===== src/hdl/tds_pkg.sv =====
package tds_pkg;

    localparam int MAX_ROWS_DEF  = 64;
    localparam int FRAC_BITS_DEF = 16;
    localparam int DATA_W        = 32;
    localparam int ROW_W         = 6;
    localparam int STAT_W        = 2;

    localparam logic [STAT_W-1:0] ST_OK    = 2'd0;
    localparam logic [STAT_W-1:0] ST_PIVOT = 2'd1;
    localparam logic [STAT_W-1:0] ST_SAT   = 2'd2;
    localparam logic [STAT_W-1:0] ST_ROWS  = 2'd3;

    typedef struct packed {
        logic              sat;
        logic [DATA_W-1:0] val;
    } sat_val_t;

    typedef struct packed {
        logic load;
        logic mul;
        logic sub;
        logic first;
        logic div_start;
        logic we;
        logic x_from_rhs;
        logic clr_x;
        logic bk_mul;
        logic bk_sub;
    } dp_cmd_t;

    typedef struct packed {
        logic den_zero;
        logic div_done;
        logic fwd_sat;
        logic bk_sat;
    } dp_stat_t;

    // clamp a wide signed value to 32 bits
    function automatic sat_val_t sat32(input logic signed [63:0] v);
        sat_val_t res;
        res.sat = !((&v[63:31]) || !(|v[63:31]));
        if (res.sat)
        begin
            res.val = v[63] ? 32'h8000_0000 : 32'h7fff_ffff;
        end
        else
        begin
            res.val = v[31:0];
        end
        return res;
    endfunction

endpackage


===== src/hdl/tds_ctrl.sv =====
module tds_ctrl #(
    parameter int MAX_ROWS = 64
) (
    input  logic                                         clk,
    input  logic                                         rst_n,
    input  logic                                         row_valid,
    input  logic                                         row_last,
    output logic                                         row_ready,
    output logic                                         res_valid,
    input  logic                                         res_ready,
    output logic [tds_pkg::ROW_W-1:0]                    res_row,
    output logic                                         res_final,
    output logic [tds_pkg::STAT_W-1:0]                   res_status,
    output tds_pkg::dp_cmd_t                             cmd,
    input  tds_pkg::dp_stat_t                            stat,
    output logic [(MAX_ROWS > 1 ? $clog2(MAX_ROWS) : 1)-1:0] rd_addr,
    output logic [(MAX_ROWS > 1 ? $clog2(MAX_ROWS) : 1)-1:0] wr_addr
);
    import tds_pkg::*;

    localparam int AW = (MAX_ROWS > 1) ? $clog2(MAX_ROWS) : 1;
    localparam int CW = $clog2(MAX_ROWS + 1);

    typedef enum logic [8:0] {
        S_IDLE = 9'b000000001,
        S_MUL  = 9'b000000010,
        S_SUB  = 9'b000000100,
        S_CHK  = 9'b000001000,
        S_DIV  = 9'b000010000,
        S_WR   = 9'b000100000,
        S_OUT  = 9'b001000000,
        S_BMUL = 9'b010000000,
        S_BSUB = 9'b100000000
    } state_t;

    state_t              state_reg, state_next;
    logic [CW-1:0]       rows_reg, rows_next;
    logic [CW-1:0]       row_reg, row_next;
    logic [STAT_W-1:0]   err_reg, err_next;
    logic                last_reg, last_next;
    logic                sat_reg, sat_next;
    logic [ROW_W-1:0]    out_row_reg, out_row_next;
    logic                final_reg, final_next;
    logic [STAT_W-1:0]   status_reg, status_next;
    logic                fatal;
    logic [CW-1:0]       addr_full;

    assign fatal = (err_reg == ST_PIVOT) || (err_reg == ST_ROWS);

    always_comb
    begin
        state_next   = state_reg;
        rows_next    = rows_reg;
        row_next     = row_reg;
        err_next     = err_reg;
        last_next    = last_reg;
        sat_next     = sat_reg;
        out_row_next = out_row_reg;
        final_next   = final_reg;
        status_next  = status_reg;
        cmd          = '0;
        row_ready    = 1'b0;
        res_valid    = 1'b0;
        case (state_reg)
            S_IDLE:
            begin
                row_ready = 1'b1;
                if (row_valid)
                begin
                    cmd.load  = 1'b1;
                    last_next = row_last;
                    if (rows_reg >= CW'(MAX_ROWS) || fatal)
                    begin
                        if (rows_reg >= CW'(MAX_ROWS))
                        begin
                            if (!fatal)
                            begin
                                err_next = ST_ROWS;
                            end
                        end
                        else
                        begin
                            rows_next = rows_reg + CW'(1);
                        end
                        if (row_last)
                        begin
                            cmd.clr_x    = 1'b1;
                            out_row_next = '0;
                            final_next   = 1'b1;
                            status_next  = err_next;
                            state_next   = S_OUT;
                        end
                    end
                    else
                    begin
                        rows_next  = rows_reg + CW'(1);
                        row_next   = rows_reg;
                        state_next = S_MUL;
                    end
                end
            end
            S_MUL:
            begin
                cmd.mul    = 1'b1;
                state_next = S_SUB;
            end
            S_SUB:
            begin
                cmd.sub    = 1'b1;
                cmd.first  = (row_reg == '0);
                state_next = S_CHK;
            end
            S_CHK:
            begin
                if (stat.den_zero)
                begin
                    err_next = ST_PIVOT;
                    if (last_reg)
                    begin
                        cmd.clr_x    = 1'b1;
                        out_row_next = '0;
                        final_next   = 1'b1;
                        status_next  = ST_PIVOT;
                        state_next   = S_OUT;
                    end
                    else
                    begin
                        state_next = S_IDLE;
                    end
                end
                else
                begin
                    cmd.div_start = 1'b1;
                    state_next    = S_DIV;
                end
            end
            S_DIV:
            begin
                if (stat.div_done)
                begin
                    state_next = S_WR;
                end
            end
            S_WR:
            begin
                cmd.we = 1'b1;
                if (stat.fwd_sat && err_reg == ST_OK)
                begin
                    err_next = ST_SAT;
                end
                if (last_reg)
                begin
                    cmd.x_from_rhs = 1'b1;
                    sat_next       = (err_next == ST_SAT);
                    out_row_next   = ROW_W'(row_reg);
                    final_next     = (row_reg == '0);
                    status_next    = sat_next ? ST_SAT : ST_OK;
                    state_next     = S_OUT;
                end
                else
                begin
                    state_next = S_IDLE;
                end
            end
            S_OUT:
            begin
                res_valid = 1'b1;
                if (res_ready)
                begin
                    if (final_reg)
                    begin
                        rows_next  = '0;
                        err_next   = ST_OK;
                        state_next = S_IDLE;
                    end
                    else
                    begin
                        row_next   = row_reg - CW'(1);
                        state_next = S_BMUL;
                    end
                end
            end
            S_BMUL:
            begin
                cmd.bk_mul = 1'b1;
                state_next = S_BSUB;
            end
            S_BSUB:
            begin
                cmd.bk_sub   = 1'b1;
                sat_next     = sat_reg | stat.bk_sat;
                out_row_next = ROW_W'(row_reg);
                final_next   = (row_reg == '0);
                status_next  = sat_next ? ST_SAT : ST_OK;
                state_next   = S_OUT;
            end
            default:
            begin
                state_next = S_IDLE;
            end
        endcase
    end

    // read the previous row while sweeping forward, the current one while substituting back
    always_comb
    begin
        case (state_reg)
            S_IDLE:          addr_full = rows_reg - CW'(1);
            S_BMUL, S_BSUB:  addr_full = row_reg;
            default:         addr_full = row_reg - CW'(1);
        endcase
    end

    assign rd_addr = addr_full[AW-1:0];
    assign wr_addr = row_reg[AW-1:0];

    always_ff @(posedge clk or negedge rst_n)
    begin
        if (!rst_n)
        begin
            state_reg <= S_IDLE;
            rows_reg  <= '0;
            err_reg   <= ST_OK;
            row_reg   <= '0;
            last_reg  <= 1'b0;
            sat_reg   <= 1'b0;
            final_reg <= 1'b0;
        end
        else
        begin
            state_reg <= state_next;
            rows_reg  <= rows_next;
            err_reg   <= err_next;
            row_reg   <= row_next;
            last_reg  <= last_next;
            sat_reg   <= sat_next;
            final_reg <= final_next;
        end
    end

    always_ff @(posedge clk)
    begin
        out_row_reg <= out_row_next;
        status_reg  <= status_next;
    end

    assign res_row    = out_row_reg;
    assign res_final  = final_reg;
    assign res_status = status_reg;
endmodule


===== config.mk =====
export PLATFORM = sky130hd
export DESIGN_NAME = tds_ctrl
export DESIGN_NICKNAME = d
export VERILOG_FILES = /design/src/hdl/tds_pkg.sv /design/src/hdl/tds_ctrl.sv
export SDC_FILE = /design/constraint.sdc
export NUM_CORES = 1
export LEC_CHECK = 0
export ABC_AREA = 1
export BUFFER_PORTS_ARGS = -buffer_cell sky130_fd_sc_hd__buf_2
export CORE_MARGIN = 1.5
export CORE_UTILIZATION = 60
export CTS_CLUSTER_DIAMETER = 50
export CTS_CLUSTER_SIZE = 40
export DETAILED_ROUTE_END_ITERATION = 8
export PLACE_DENSITY = 0.93
export SETUP_SLACK_MARGIN = 0.05
export SYNTH_ARGS = -nofsm -noshare
export SYNTH_HDL_FRONTEND = slang
export SYNTH_SLANG_ARGS = --single-unit

===== constraint.sdc =====
create_clock -name clk -period 2.8 [get_ports clk]
set_input_delay 0.14 -clock clk [delete_from_list [all_inputs] [get_ports clk]]
set_output_delay 0.14 -clock clk [all_outputs]
set_load 0.05 [all_outputs]

==> out/metrics.yaml <==
slew_headroom: 0.5643
p_leak_nw: 1.583
yosysTopAreaCell: "dfrtp_1"
gp_congestion: 0.9921
cts_inserted_buffers: 5
cts_tree: "built"
area_delta_synth_final_pct: 11.27
finalPower_mw: 4.005
clock.fmax_ghz: 0.4528
grt_pass1_vias: 2419
synth.most_common_cell: "nand2_1"
avgSynthCellArea_um2: 7.043
syn_inst: 380
drv_cap: 0
post-dp-hpwl_um: 5384
use_met3: 0.04942
ys_types: 42
rsz0062_at_grt: "no"
fin_skew_ns: 0.004746
crit_required_ns: 2.66
cp-start-kind: "flop"
antenna_found_initial: 0
worst_pin_slew_ns: 0.6535
power.share.clock: 0.096
dieArea_mm2: 0.004870
ys_seq_area_frac: 0.3520
end_kind: "output pin"
min_period_ns: 2.208
clkSinkCount: 36
vias: 2636
ys_seq_elements: 36
clkTransAtPathRegs_ns: 0.07
grt_max_degree: 29
drtAntennaViolNets: 0
grt-busiest-layer: "met2"
die_x_um: 69.79
worstPathMaxFanout: 10
max-vdd-ir-drop_v: 0.0006894
swShare: 0.5955
seqPwrFrac: 0.224
fin_tns_setup_ns: 0
syn_area_mm2: 0.002676
first_pass_iters: 5
internal_power_mw: 1.620
drc: 0
hold_viol: 0
finalMaxSlewViolations: 0
core_area_mm2: 0.004324
power-per-cell-area_mw_per_mm2: 1345
critPathArrivalTime_ns: 2.07
io_buffers: 41
h-tree-depth: 2
status: "completed"
drt-wirelength-per-cell_um: 14.78
synthesis.nets: 394
vias_per_cell: 5.585
finalCritPeriodShare: 0.7887
largest_reg_flops: 9
netlist.area_leader.share: 0.2525
synth_area_leaders: "dfrtp_1 (25%), nand2_1 (12%), edfxtp_1 (9.0%), nor2_1 (7.3%), nand3_1 (6.9%)"
die-height_um: 69.79
combPwrFrac: 0.680
synth_top_flop_cell: "dfrtp_1"
use_met2: 0.4529
overflow: 0
start_util: 0.6189
cts-root-buf: "clkbuf_8"
n_antenna_cell: 0
yosysWarnings: 0
finalSetupViolCount: 0
fin_nets: 433
clkLatencyLatePin_ns: 0.29
synth-async-reset-ratio: 0.7778
wl_um: 6975
fp-row-count: 24
met1_usage: 0.4351
synth_enable_flop_cells: 8
hold_path.class: "in2reg"
p_sw_mw: 2.385
ios: 42
track_usage: 0.2998
clockBufferDepth: 2
crit_type: "reg2out"
synth_common_cells: "nand2_1 (88), nor2_1 (52), inv_1 (47)"
drt-initial-drc-count: 286
grt_pass1_wl_um: 11650
drive_above_1_share: 0.2095
post-route-util: 0.6887
## routing by layer
metal | share of wire | up-vias | wire length, um
met5 | 0 | - | 0
met4 | 0.030 | 0 | 211
met3 | 0.084 | 24 | 588
met2 | 0.44 | 150 | 3101
met1 | 0.44 | 1160 | 3073
li1 | - | 1302 | -
## final timing paths
kind / start / endpoint / slack, ns / cells past startpoint
max: state_reg[5] / rd_addr[1] / 0.59 / 8
min reg2reg: row_reg[6] / row_reg[6] / 0.49 / 2
min: stat[2] / state_reg[4] / 0.07 / 2
max in group asynchronous: rst_n / state_reg[2] / 1.95 / 2
max reg2reg: state_reg[3] / res_status[0] / 0.63 / 9
min in group asynchronous: rst_n / row_reg[3] / 0.43 / 2
## layout by cell type (no fill, tap or decap), types with 9 or more instances in the layout
master / instances
nand2_1: 88
nor2_1: 52
inv_1: 47
buf_2: 41
nand3_1: 37
dfrtp_1: 27
o21ai_0: 18
nand2_2: 12
nor3_1: 9
## what timing repair did
item | 4_1_cts | 5_1_grt
hold buffers | 1 | 0
gates resized for setup | 0 | 0
endpoints found under the hold margin | 27 | 0
buffers inserted | 0 | 0
setup endpoints to repair | 0 | 0
## stage by stage
step           hold WS (ns)  setup slack (ns)  cell area [um2]  cells
6_report            0.06801            0.5916             2978    472
5_1_grt             0.08162            0.4449             2978    472
4_1_cts             0.06690            0.6262             2978    472
3_5_place_dp         0.2136            0.7058             2878    463
3_3_place_gp         0.2082            0.7877             2878    463
2_1_floorplan       -0.1556            0.1368             2676    380
## cell families (layout without fill, tap and decap cells)
group / count (synthesis) / in the layout / share of synthesized area
flops: 36 / 36 / 0.3520
xor+xnor: 8 / 8 / 0.02618
compound gates: 47 / 47 / 0.1085
simple gates: 220 / 220 / 0.3880
fa+ha+maj: 5 / 5 / 0.02338
buf+inv: 64 / 104 / 0.1019
## cell type report
cell class	instances	area, um2
Fill cell	358	1346
Timing Repair Buffer	42	215.2
Sequential cell	36	942.2
Tap cell	52	65.06
Clock buffer	8	90.09
Multi-Input combinational cell	280	1461
Inverter	54	203.9
## worst max-delay path: stages (launching register included)
cell and delay [ns]:
dfrtp_1 0.44, nor2_4 0.22, nand2_4 0.10, clkinv_2 0.10, nand3_4 0.15, inv_1 0.23, a22oi_1 0.12, o21ai_0 0.11
buf_2 0.31
## power groups by stage
stage | combinational (mW) | sequential, mW | clock (mW)
after floorplan | 2.03 | 1.06 | 0
after global placement | 2.65 | 0.894 | 0
after detailed placement | 2.67 | 0.902 | 0
after CTS | 2.69 | 0.893 | 0.389
after global routing | 2.95 | 0.924 | 0.405
final | 2.73 | 0.895 | 0.384
Note: power is estimated with default switching activity, not from simulation.
